--- config.mk ---
export PLATFORM = sky130hd
export DESIGN_NAME = led_effect_sequencer
export DESIGN_NICKNAME = d
export VERILOG_FILES = /design/src/rtl/les_pkg.sv /design/src/rtl/les_step.sv /design/src/rtl/led_effect_sequencer.sv
export VERILOG_INCLUDE_DIRS = /design/src /design/src/rtl
export SDC_FILE = /design/constraint.sdc
export NUM_CORES = 1
export LEC_CHECK = 0
export ABC_AREA = 1
export ABC_CLOCK_PERIOD_IN_PS = 4200
export BUFFER_PORTS_ARGS = -buffer_cell sky130_fd_sc_hd__buf_2
export CAP_MARGIN = 25
export CORE_UTILIZATION = 56
export DETAILED_ROUTE_END_ITERATION = 16
export GPL_TIMING_DRIVEN = 0
export PLACE_DENSITY = 0.77
export SKIP_CTS_REPAIR_TIMING = 1
export SLEW_MARGIN = 20
export SYNTH_ARGS = -nofsm -noshare
export SYNTH_HDL_FRONTEND = slang
export SYNTH_HIERARCHICAL = 1
export SYNTH_SLANG_ARGS = --single-unit
--- constraint.sdc ---
create_clock -name clk -period 4.2 [get_ports clk]
set_input_delay 0.42 -clock clk [delete_from_list [all_inputs] [get_ports clk]]
set_output_delay 0.42 -clock clk [all_outputs]
set_load 0.01 [all_outputs]
--- src/rtl/assert_macros.svh ---
// assertion macros used by the top level of the led effect sequencer
// no dependencies; each macro expands to one labelled concurrent assertion
`ifndef ASSERT_MACROS_SVH
`define ASSERT_MACROS_SVH

// same-cycle implication, disabled while reset is asserted
`define ASSERT_SAME(label, clk, rst_n, ante, cons) \
    label: assert property (@(posedge clk) disable iff (!rst_n) (ante) |-> (cons)) \
        else $error("assertion failed");

// next-cycle implication, disabled while reset is asserted
`define ASSERT_NEXT(label, clk, rst_n, ante, cons) \
    label: assert property (@(posedge clk) disable iff (!rst_n) (ante) |=> (cons)) \
        else $error("assertion failed");

`endif

--- src/rtl/les_pkg.sv ---
// types, codes and fixed constants of the led effect sequencer
// no dependencies; used by les_step, led_effect_sequencer, led_pattern_checker and tb
`timescale 1ns / 1ps

package les_pkg;

    localparam int NUM_LEDS     = 4;
    localparam int EFFECT_W     = 3;
    localparam int PHASE_W      = 8;
    localparam int PERIOD_REG_W = 16;
    localparam int COUNT_REG_W  = 8;
    localparam int CFG_ADDR_W   = 3;
    localparam int TDATA_IN_W   = 8;
    localparam int TDATA_OUT_W  = 8;

    // effect codes
    localparam logic [EFFECT_W-1:0] FX_OFF   = 3'd0;
    localparam logic [EFFECT_W-1:0] FX_ALL   = 3'd1;
    localparam logic [EFFECT_W-1:0] FX_PULSE = 3'd2;
    localparam logic [EFFECT_W-1:0] FX_SWEEP = 3'd3;
    localparam logic [EFFECT_W-1:0] FX_WIN   = 3'd4;
    localparam logic [EFFECT_W-1:0] FX_LOSE  = 3'd5;

    // request kinds carried on tuser
    localparam logic REQ_SELECT = 1'b0;
    localparam logic REQ_TICK   = 1'b1;

    // register indexes
    localparam logic [CFG_ADDR_W-1:0] REG_PULSE_PERIOD = 3'd0;
    localparam logic [CFG_ADDR_W-1:0] REG_SWEEP_PERIOD = 3'd1;
    localparam logic [CFG_ADDR_W-1:0] REG_WIN_PERIOD   = 3'd2;
    localparam logic [CFG_ADDR_W-1:0] REG_LOSE_PERIOD  = 3'd3;
    localparam logic [CFG_ADDR_W-1:0] REG_WIN_COUNT    = 3'd4;
    localparam logic [CFG_ADDR_W-1:0] REG_LOSE_COUNT   = 3'd5;

    // register reset values
    localparam logic [PERIOD_REG_W-1:0] RST_PULSE_PERIOD = 16'd300;
    localparam logic [PERIOD_REG_W-1:0] RST_SWEEP_PERIOD = 16'd150;
    localparam logic [PERIOD_REG_W-1:0] RST_WIN_PERIOD   = 16'd100;
    localparam logic [PERIOD_REG_W-1:0] RST_LOSE_PERIOD  = 16'd200;
    localparam logic [COUNT_REG_W-1:0]  RST_WIN_COUNT    = 8'd8;
    localparam logic [COUNT_REG_W-1:0]  RST_LOSE_COUNT   = 8'd6;

    localparam logic [NUM_LEDS-1:0] LEDS_ALL = 4'hF;
    localparam logic [NUM_LEDS-1:0] LEDS_OFF = 4'h0;

    typedef struct packed {
        logic [PERIOD_REG_W-1:0] pulse_period;
        logic [PERIOD_REG_W-1:0] sweep_period;
        logic [PERIOD_REG_W-1:0] win_period;
        logic [PERIOD_REG_W-1:0] lose_period;
        logic [COUNT_REG_W-1:0]  win_phase_count;
        logic [COUNT_REG_W-1:0]  lose_phase_count;
    } les_cfg_t;

    typedef struct packed {
        logic [EFFECT_W-1:0] active_effect;
        logic [PHASE_W-1:0]  phase_index;
        logic                phase_written;
        logic                effect_finished;
    } les_ctl_t;

    function automatic logic [NUM_LEDS-1:0] pattern_of(
        input logic [EFFECT_W-1:0] fx,
        input logic [PHASE_W-1:0]  ph
    );
        logic [1:0]          q;
        logic [NUM_LEDS-1:0] pat;
        q = ph[1:0];
        case (fx)
            FX_SWEEP: pat = LEDS_OFF | (4'd1 << q);
            FX_WIN:   pat = (4'd1 << q) | (4'd1 << (2'd3 - q));
            default:  pat = ph[0] ? LEDS_OFF : LEDS_ALL;
        endcase
        return pat;
    endfunction

endpackage

--- src/rtl/les_step.sv ---
// next-state and result logic for one request of the led effect sequencer
// depends on les_pkg
`timescale 1ns / 1ps

module les_step #(
    parameter int PERIOD_WIDTH = 16
) (
    input  logic                          req_type,
    input  logic [les_pkg::EFFECT_W-1:0]  effect,
    input  les_pkg::les_cfg_t             cfg,
    input  les_pkg::les_ctl_t             ctl,
    input  logic [PERIOD_WIDTH-1:0]       ms_in_phase,
    output les_pkg::les_ctl_t             ctl_next,
    output logic [PERIOD_WIDTH-1:0]       ms_next,
    output logic                          emit,
    output logic [les_pkg::NUM_LEDS-1:0]  led_pattern
);

    localparam int CMP_W = (PERIOD_WIDTH > les_pkg::PERIOD_REG_W) ?
                           PERIOD_WIDTH : les_pkg::PERIOD_REG_W;

    logic [les_pkg::EFFECT_W-1:0]     fx_sel;
    logic [les_pkg::PERIOD_REG_W-1:0] per_raw;
    logic [les_pkg::PERIOD_REG_W-1:0] per;
    logic [PERIOD_WIDTH-1:0]          ms_inc;
    logic                             wrap;
    logic [les_pkg::PHASE_W-1:0]      ph_new;
    logic                             done;
    logic                             running;

    // unknown codes act as off
    assign fx_sel = (effect > les_pkg::FX_LOSE) ? les_pkg::FX_OFF : effect;

    always_comb
    begin
        case (ctl.active_effect)
            les_pkg::FX_PULSE: per_raw = cfg.pulse_period;
            les_pkg::FX_SWEEP: per_raw = cfg.sweep_period;
            les_pkg::FX_WIN:   per_raw = cfg.win_period;
            default:           per_raw = cfg.lose_period;
        endcase
    end

    // a zero period behaves as one
    assign per    = (per_raw == '0) ? les_pkg::PERIOD_REG_W'(1) : per_raw;
    assign ms_inc = ms_in_phase + PERIOD_WIDTH'(1);
    assign wrap   = (CMP_W'(ms_inc) >= CMP_W'(per)) || (ms_inc == '0);
    assign ph_new = wrap ? (ctl.phase_index + les_pkg::PHASE_W'(1)) : ctl.phase_index;
    assign done   = ((ctl.active_effect == les_pkg::FX_WIN) &&
                     (ph_new >= cfg.win_phase_count)) ||
                    ((ctl.active_effect == les_pkg::FX_LOSE) &&
                     (ph_new >= cfg.lose_phase_count));
    assign running = !ctl.effect_finished &&
                     (ctl.active_effect != les_pkg::FX_OFF) &&
                     (ctl.active_effect != les_pkg::FX_ALL);

    always_comb
    begin
        ctl_next    = ctl;
        ms_next     = ms_in_phase;
        emit        = 1'b0;
        led_pattern = les_pkg::LEDS_OFF;
        if (req_type == les_pkg::REQ_SELECT)
        begin
            ctl_next.active_effect   = fx_sel;
            ctl_next.phase_index     = '0;
            ctl_next.effect_finished = 1'b0;
            ms_next                  = '0;
            if ((fx_sel == les_pkg::FX_OFF) || (fx_sel == les_pkg::FX_ALL))
            begin
                ctl_next.phase_written = 1'b1;
                emit                   = 1'b1;
                led_pattern = (fx_sel == les_pkg::FX_ALL) ? les_pkg::LEDS_ALL :
                                                            les_pkg::LEDS_OFF;
            end
            else
            begin
                ctl_next.phase_written = 1'b0;
            end
        end
        else if (running)
        begin
            ms_next              = wrap ? '0 : ms_inc;
            ctl_next.phase_index = ph_new;
            if (done)
            begin
                ctl_next.effect_finished = 1'b1;
                ctl_next.phase_written   = 1'b1;
                emit                     = 1'b1;
            end
            else if (wrap || !ctl.phase_written)
            begin
                ctl_next.phase_written = 1'b1;
                emit                   = 1'b1;
                led_pattern = les_pkg::pattern_of(ctl.active_effect, ph_new);
            end
        end
    end

endmodule

--- src/rtl/led_effect_sequencer.sv ---
// top level of the four-led effect sequencer: registers, handshake and result stage
// depends on les_pkg, les_step and assert_macros.svh
//
//  channel   direction  signals                       accepted when
//  s         in         s_tvalid s_tready s_tdata      s_tvalid & s_tready
//                       s_tuser
//  m         out        m_tvalid m_tready m_tdata      m_tvalid & m_tready
//  cfg       in         cfg_we cfg_addr cfg_wdata      cfg_we
//
// one request per cycle while s_tready is high; its state update and result are formed
// in the cycle it is taken; the result shows in the next cycle from the output register
// s_tready drops only while a result sits in the output register and m_tready is low
// reset clears the state, restores register defaults and empties the output register
`timescale 1ns / 1ps
`include "assert_macros.svh"

module led_effect_sequencer #(
    parameter int PERIOD_WIDTH = 16
) (
    input  logic                               clk,
    input  logic                               rst_n,
    input  logic                               s_tvalid,
    output logic                               s_tready,
    input  logic [les_pkg::TDATA_IN_W-1:0]     s_tdata,   // [2:0] effect, rest zero
    input  logic [0:0]                         s_tuser,   // [0] req_type
    output logic                               m_tvalid,
    input  logic                               m_tready,
    output logic [les_pkg::TDATA_OUT_W-1:0]    m_tdata,   // [3:0] led_pattern, rest zero
    input  logic                               cfg_we,
    input  logic [les_pkg::CFG_ADDR_W-1:0]     cfg_addr,
    input  logic [les_pkg::PERIOD_REG_W-1:0]   cfg_wdata
);

    les_pkg::les_cfg_t              cfg_reg;
    les_pkg::les_ctl_t              ctl_reg;
    les_pkg::les_ctl_t              ctl_next;
    logic [PERIOD_WIDTH-1:0]        ms_reg;
    logic [PERIOD_WIDTH-1:0]        ms_next;
    logic                           m_tvalid_reg;
    logic [les_pkg::NUM_LEDS-1:0]   led_reg;
    logic                           emit;
    logic [les_pkg::NUM_LEDS-1:0]   led_next;
    logic                           s_fire;

    assign s_tready = !m_tvalid_reg || m_tready;
    assign s_fire   = s_tvalid && s_tready;
    assign m_tvalid = m_tvalid_reg;
    assign m_tdata  = {{(les_pkg::TDATA_OUT_W - les_pkg::NUM_LEDS){1'b0}}, led_reg};

    les_step #(
        .PERIOD_WIDTH (PERIOD_WIDTH)
    ) u_step (
        .req_type    (s_tuser[0]),
        .effect      (s_tdata[les_pkg::EFFECT_W-1:0]),
        .cfg         (cfg_reg),
        .ctl         (ctl_reg),
        .ms_in_phase (ms_reg),
        .ctl_next    (ctl_next),
        .ms_next     (ms_next),
        .emit        (emit),
        .led_pattern (led_next)
    );

    always_ff @(posedge clk or negedge rst_n)
    begin
        if (!rst_n)
        begin
            cfg_reg.pulse_period     <= les_pkg::RST_PULSE_PERIOD;
            cfg_reg.sweep_period     <= les_pkg::RST_SWEEP_PERIOD;
            cfg_reg.win_period       <= les_pkg::RST_WIN_PERIOD;
            cfg_reg.lose_period      <= les_pkg::RST_LOSE_PERIOD;
            cfg_reg.win_phase_count  <= les_pkg::RST_WIN_COUNT;
            cfg_reg.lose_phase_count <= les_pkg::RST_LOSE_COUNT;
        end
        else if (cfg_we)
        begin
            unique case (cfg_addr)
                les_pkg::REG_PULSE_PERIOD: cfg_reg.pulse_period <= cfg_wdata;
                les_pkg::REG_SWEEP_PERIOD: cfg_reg.sweep_period <= cfg_wdata;
                les_pkg::REG_WIN_PERIOD:   cfg_reg.win_period   <= cfg_wdata;
                les_pkg::REG_LOSE_PERIOD:  cfg_reg.lose_period  <= cfg_wdata;
                les_pkg::REG_WIN_COUNT:
                    cfg_reg.win_phase_count  <= cfg_wdata[les_pkg::COUNT_REG_W-1:0];
                les_pkg::REG_LOSE_COUNT:
                    cfg_reg.lose_phase_count <= cfg_wdata[les_pkg::COUNT_REG_W-1:0];
                default: ;
            endcase
        end
    end

    always_ff @(posedge clk or negedge rst_n)
    begin
        if (!rst_n)
        begin
            ctl_reg.active_effect   <= les_pkg::FX_OFF;
            ctl_reg.phase_index     <= '0;
            ctl_reg.phase_written   <= 1'b1;
            ctl_reg.effect_finished <= 1'b0;
            ms_reg                  <= '0;
            m_tvalid_reg            <= 1'b0;
        end
        else if (s_fire)
        begin
            ctl_reg      <= ctl_next;
            ms_reg       <= ms_next;
            m_tvalid_reg <= emit;
        end
        else if (m_tready)
        begin
            m_tvalid_reg <= 1'b0;
        end
    end

    // result payload, loaded with every request taken
    always_ff @(posedge clk)
    begin
        if (s_fire)
        begin
            led_reg <= led_next;
        end
    end

    // selecting off always shows a dark pattern next cycle
    `ASSERT_NEXT(a_off_select, clk, rst_n,
        s_fire && (s_tuser[0] == les_pkg::REQ_SELECT) &&
        (s_tdata[les_pkg::EFFECT_W-1:0] == les_pkg::FX_OFF),
        m_tvalid && (m_tdata == '0))

    // a select restarts timing
    `ASSERT_NEXT(a_select_restart, clk, rst_n,
        s_fire && (s_tuser[0] == les_pkg::REQ_SELECT),
        (ms_reg == '0) && (ctl_reg.phase_index == '0) && !ctl_reg.effect_finished)

    // a finished effect keeps its counters frozen under ticks
    `ASSERT_NEXT(a_finished_frozen, clk, rst_n,
        ctl_reg.effect_finished && s_fire && (s_tuser[0] == les_pkg::REQ_TICK),
        $stable(ms_reg) && $stable(ctl_reg.phase_index) && !m_tvalid)

    // the timing counter only runs for timed effects
    `ASSERT_SAME(a_idle_counter, clk, rst_n,
        (ctl_reg.active_effect == les_pkg::FX_OFF) ||
        (ctl_reg.active_effect == les_pkg::FX_ALL),
        (ms_reg == '0) && (ctl_reg.phase_index == '0))

endmodule

# == Word level (Yosys, flattened, before mapping) ==
# Cells that the tools add are included.
# classes
shifts,2
n_mux,27
n_addsub,3
n_reduce_logical,29
n_lt_le_gt_ge,4
eq_ne,14
bitwise_logic,2
# op_table
operator,count
2-to-1 mux 16 bit,4
one-hot mux 16 bit (3 select lines),1
zero test 16 bit,2
2-to-1 mux 4 bit,7
2-to-1 mux 10 bit,2
adder 16 x 1 -> 16 bit (second input constant),1
>= comparator 16 bit,1
>= comparator 8 bit,2
AND reduction 2 bit,8
equality test 3 x 2 -> 1 bit (second input constant),4
equality test 3 bit (second input constant),4
2-to-1 mux 1 bit,10
adder 8 x 1 -> 8 bit (second input constant),1
2-to-1 mux 8 bit,1
one-hot mux 4 bit (2 select lines),1
left shift 1 x 2 -> 4 bit (first input constant),2
equality test 3 x 1 -> 1 bit (second input constant),2
zero test 3 bit,2
inequality test 3 x 1 -> 1 bit (second input constant),2
AND reduction 3 bit,2
logical AND 1 bit,5
logical OR 1 bit,5
inequality test 2 x 1 -> 1 bit (second input constant),2
bitwise OR 4 bit,1
other kinds (7),9
# word_totals
output_inout_bits,10
wordCells,94
input_bits,33
ff_bits,114

# == Longest topological paths before layout ==
# depth
ltp_word,15
mapped_depth,39
depth_no_buf,38

# == Modules after synthesis ==
# Netlist, hierarchy kept.
# by_module_without_submodules
mod,area_each_um2,instances,seq_area_each_um2,cells_each
led_effect_sequencer,4556.9,1,2895.3,497
les_step,2690.1,1,0.0,515

# == Worst setup path after synthesis ==
# Ideal clock, no wire load.
# synth_path
path_type,flip-flop to flip-flop
startpoint,reg ctl_reg[11] in the netlist's numbering
endpoint,"reg led_reg[0] in the netlist's numbering, data pin"
setup_ps,257
stages_incl_launch_ff,35
period_less_slack_ps,4376
path_buffers,2
setup_slack_ps,-176
arrival_ps,4119
required_ps,3943
path_cell_list,dfrtp_1 > inv_1 > nor3_2 > nor2_1 > nand2_1 > inv_2 > buf_2 > a21oi_1 > nand4_1 > nor2_1 > nand2_1 > nand2_1 > ha_1 > inv_1 > nand2_1 > a21oi_1 > o21ai_0 > nand2_1 > nand2_1 > nand2_1 > nor2_1 > nand2_4 > buf_12 > o21ai_2 > inv_1 > ha_1 > nand2_1 > nor2_1 > nand4_1 > o2111ai_1 > nand3_1 > o21ai_0 > nor2_1 > nand2_1 > nand2_1
# synth_via
elab_chain_len,15
word_cells_on_any_way,30
cone_classes,add/sub: 1; order compare: 3; eq/ne: 5; shift: 2; mux: 9; bitwise: 1; reduce/logical: 9
# synth_lines
item,line_no,text
"start, declared",led_effect_sequencer.sv:35,les_pkg::les_ctl_t ctl_reg;
"start signal, assigned",led_effect_sequencer.sv:104,ctl_reg <= ctl_next;
equality test 3 bit (tied with other cells),"les_pkg.sv:70, les_step.sv:36, les_step.sv:49",
one-hot mux 16 bit (3 select lines),les_step.sv:36,case (ctl.active_effect)
zero test 16 bit,les_step.sv:45,assign per = (per_raw == '0) ? les_pkg::PERIOD_REG_W'(1) : per_raw;
2-to-1 mux 16 bit,les_step.sv:45,
>= comparator 16 bit,les_step.sv:47,assign wrap = (CMP_W'(ms_inc) >= CMP_W'(per)) || (ms_inc == '0);
logical OR 1 bit,les_step.sv:47,
2-to-1 mux 8 bit,les_step.sv:48,assign ph_new = wrap ? (ctl.phase_index + les_pkg::PHASE_W'(1)) : ctl.phase_index;
subtractor 2 bit,les_pkg.sv:72,FX_WIN: pat = (4'd1 << q) | (4'd1 << (2'd3 - q));
left shift 1 x 2 -> 4 bit,les_pkg.sv:72,
bitwise OR 4 bit,les_pkg.sv:72,
one-hot mux 4 bit (2 select lines),les_pkg.sv:70,case (fx)
2-to-1 mux 4 bit,les_step.sv:91,else if (wrap || !ctl.phase_written)
2-to-1 mux 4 bit,les_step.sv:85,if (done)
2-to-1 mux 4 bit (*),les_step.sv:81,else if (running)
2-to-1 mux 4 bit (*),les_step.sv:63,if (req_type == les_pkg::REQ_SELECT)
net led_next (one bit),led_effect_sequencer.sv:42,logic [les_pkg::NUM_LEDS-1:0] led_next;
"end signal, assigned",led_effect_sequencer.sv:119,led_reg <= led_next;
"end, declared",led_effect_sequencer.sv:40,logic [les_pkg::NUM_LEDS-1:0] led_reg;
# Mark *: on every way through the listed nets, which the timed path passes. The rest lies on a longest branch.
# A chain may end at the register's enable or synchronous reset.

# == Worst setup path in the final report ==
# layout_path
startpoint,reg ctl_reg[10] in the netlist's numbering
endpoint,reg m_tvalid_reg (netlist: m_tvalid)
# layout_via
elab_chain_len,14
word_cells_on_any_way,25
cone_classes,order compare: 3; eq/ne: 5; mux: 8; reduce/logical: 9
# layout_lines
item,line_no,text
equality test 3 bit or equality test 3 x 2 -> 1 bit (tied branches),"les_step.sv:36, les_step.sv:49",
one-hot mux 16 bit (3 select lines),les_step.sv:36,
zero test 16 bit,les_step.sv:45,
2-to-1 mux 16 bit,les_step.sv:45,
>= comparator 16 bit,les_step.sv:47,
logical OR 1 bit,les_step.sv:47,
2-to-1 mux 8 bit,les_step.sv:48,
">= comparator 8 bit, on equally long branches","les_step.sv:50, les_step.sv:52",
"logical AND 1 bit, on equally long branches","les_step.sv:49, les_step.sv:51",
logical OR 1 bit,les_step.sv:50,(ph_new >= cfg.win_phase_count)) ||
2-to-1 mux 1 bit,les_step.sv:85,
2-to-1 mux 1 bit (*),les_step.sv:81,
2-to-1 mux 1 bit (*),les_step.sv:63,
net emit,led_effect_sequencer.sv:41,logic emit;
2-to-1 mux 1 bit (*),led_effect_sequencer.sv:102,else if (s_fire)
"end signal, assigned",led_effect_sequencer.sv:106,m_tvalid_reg <= emit;
"end, declared",led_effect_sequencer.sv:39,logic m_tvalid_reg;
# Marks and branches as above.

==> out/metrics.cfg <==
[status]
outcome=complete, but fails checks
violations=setup timing

[synth]
synth_top_area_share_pct=31.8
synth_edf_count=4
avgSynthCellArea_um2=7.16
synthCells=1012
ys_seq_area_share_pct=40.0
yosysMostFrequentCell=nand2_1
ys_warn_count=6
synth.area.top_cells=dfrtp_1 (32%), nand2_1 (21%), nand3_1 (8.6%), ha_1 (6.6%), dfstp_2 (6.5%)
yosys.area.top_type=dfrtp_1
syn_area_um2=7250
synth_cell_types=39
synthArstFlopShare_pct=96.5
ys_ff_latch=114
synthFlopType=dfrtp_1
synthTopCellsByCount=nand2_1 (412), nand3_1 (124), dfrtp_1 (92)

[setup_path]
critPathMaxFanout=7
slowest_delay_ns=0.41
crit_arrival_ns=5.01
cp_data_required_time_ns=4.56
path_class=flop to flop
reg2reg_depth=35
critPathLaunchType=flop
crit_path_end_kind=flop
crit_top_cell=nand2_1
slowest_stage=dfrtp_1

[placement]
portBuffers=33
dp_hpwl_um=13500
dp.cells=1221
place.gp.congestion=0.925
place_worst_setup_slack_ns=-1.11
dpl-instance-area_um2=7670

[routing]
drc_errors=0
drt_iter0_markers=678
drtPass1Iterations=5
via_count=7165
drt-total-wl_um=20400
vias_per_cell=5.61
antenna_left=0
drt-wirelength-per-cell_um=16.0

[die]
row_count=41
core_area_um2=12600
initial_utilization_pct=57.4
die_y_um=116
die_area_um2=13400
io_pins=43
die_x_um=116

[clock_network]
cts_tree=yes
h-tree-depth=4
clk_pin_slew_ns=0.06
cts.sinks=114
cts_buffers=17
root_buffer=clkbuf_16
cts_buffer_depth=2
clock_latency_ns=0.42

[final_layout]
drive_gt1_share_pct=21.1
syn_to_final_growth_pct=21.1
final_cell_area_um2=8780
num_antenna_cells=0
largest_reg_flops=80
final_cells=1277
layout.nets=1163

[grt]
grt_max_degree=77
grt_pass1_wl_um=31400
grt_pass1_vias=6419
antenna_found_initial=0
overflow=0
grt.total_usage_pct=30.8

[power]
clock_power_share_pct=22.6
power_mw=6.34
cellPowerDensity_nw_per_um2=722
pwr-share-comb_pct=51.1
leakage_nw=4.59
pwr-share-seq_pct=26.3
intPower_mw=3.57
peakVddDrop_mv=0.362
p_sw_mw=2.78
p_sw_share_pct=43.8

[min_path]
worstHoldPathCells=3
min_path_type=primary input to flop

[run]
max_cap_violations=0

[sta]
finalHoldViolations=0
fin_crit_sh_pct=111
setup_slack_ns=-0.449
rsz0062_at_grt=yes
fmaxAchievable_ghz=0.215
slew_headroom_pct=52.3
fin_skew_ns=0.00634
holdWs_ns=0.245
setup_viol=6
max_slew.worst_pin.slew_ns=0.715
fin_crit_ns=4.65
maxSlewViolCount=0

stage by stage:
step | TNS (ns) | util (%)
final | -2.62 | 69.6
after global routing | -4.04 | 69.6
after CTS | -6.89 | 65.4
after detailed placement | -6.61 | 60.8
after global placement | -6.19 | 60.5
after floorplan | 0 | -
kinds of logic (layout without fill, tap and decap cells):
logic type | Yosys count | after routing | share of synthesized area, %
AOI/OAI and AO/OA | 103 | 103 | 7.99
DFF | 114 | 114 | 40.0
xor gates and xnor gates | 8 | 8 | 0.967
buffers and inverters | 131 | 221 | 8.03
adders and majority gates | 38 | 38 | 6.56
other | 1 | 4 | 0.0517
and+or+nand+nor | 617 | 617 | 36.4
layout make-up:
type	count	area, um^2
multi-input cells	770	4040
fillers	1059	3840
flip-flops and latches	114	2900
clock buffers	19	453
repair buffers	58	417
inverters	88	343
plain buffers	43	290
well taps	172	215
clock inverters	13	123
cell usage in the layout, fill, tap and decap left out, types with 4 or more instances in the layout:
| master | n |
|---|---|
| buf_4 | 30 |
| nand3_2 | 8 |
| a21oi_1 | 32 |
| clkbuf_16 | 19 |
| a21oi_2 | 17 |
| conb_1 | 4 |
| o21ai_4 | 7 |
| edfxtp_1 | 4 |
| nor2_1 | 32 |
| o21ai_0 | 31 |
| nor2_4 | 5 |
| nand2_1 | 407 |
| inv_1 | 69 |
| inv_2 | 15 |
| buf_6 | 8 |
| nand4_1 | 12 |
| o21ai_1 | 4 |
| xor2_1 | 5 |
| buf_2 | 40 |
| inv_6 | 6 |
| nand3_1 | 118 |
| buf_1 | 5 |
| nand2_2 | 20 |
| dfrtp_1 | 89 |
| ha_1 | 34 |
| clkbuf_1 | 12 |
| nor2_2 | 6 |
| dfstp_2 | 18 |
worst paths after layout:
path | slack, ns | to | startpoint
worst max-delay path | -0.45 | m_tvalid$_DFFE_PN0P_ | ctl_reg[10]$_DFFE_PN0P_
worst min-delay path | 0.24 | cfg_reg[31]$_DFFE_PN0P_ | cfg_wdata[15]
worst max register to register | -0.45 | m_tvalid$_DFFE_PN0P_ | ctl_reg[10]$_DFFE_PN0P_
worst min register to register | 0.46 | cfg_reg[37]$_DFFE_PN1P_ | cfg_reg[37]$_DFFE_PN1P_
max in group asynchronous | 3.00 | cfg_reg[38]$_DFFE_PN1P_ | rst_n
min in group asynchronous | 0.47 | m_tvalid$_DFFE_PN0P_ | rst_n
per-layer routing:
layer,part of all wire (%),global-route usage (%),routed length (um)
met2,47,48.8,9620
met1,43,41.3,8760
met3,6.9,6.49,1410
met4,2.9,12.2,588
met5,0,0,0
worst max-delay path, delay by kind of cell, from the launching register on:
kind                       cells  cell delay [ns]
adders and majority gates      2             0.44
DFF                            1             0.41
buffers and inverters          6             0.67
and+or+nand+nor               20             2.05
AOI/OAI and AO/OA              7             0.98
power groups by stage:
stage	Sequential (mW)	Clock, mW	Combinational [mW]
global placement	1.65	0	2.39
detailed placement	1.65	0	2.48
CTS	1.64	1.44	2.50
finish	1.67	1.43	3.24
floorplan	1.59	0	1.88
global route	1.71	1.49	3.59
Power figures use the tool's default switching activity.
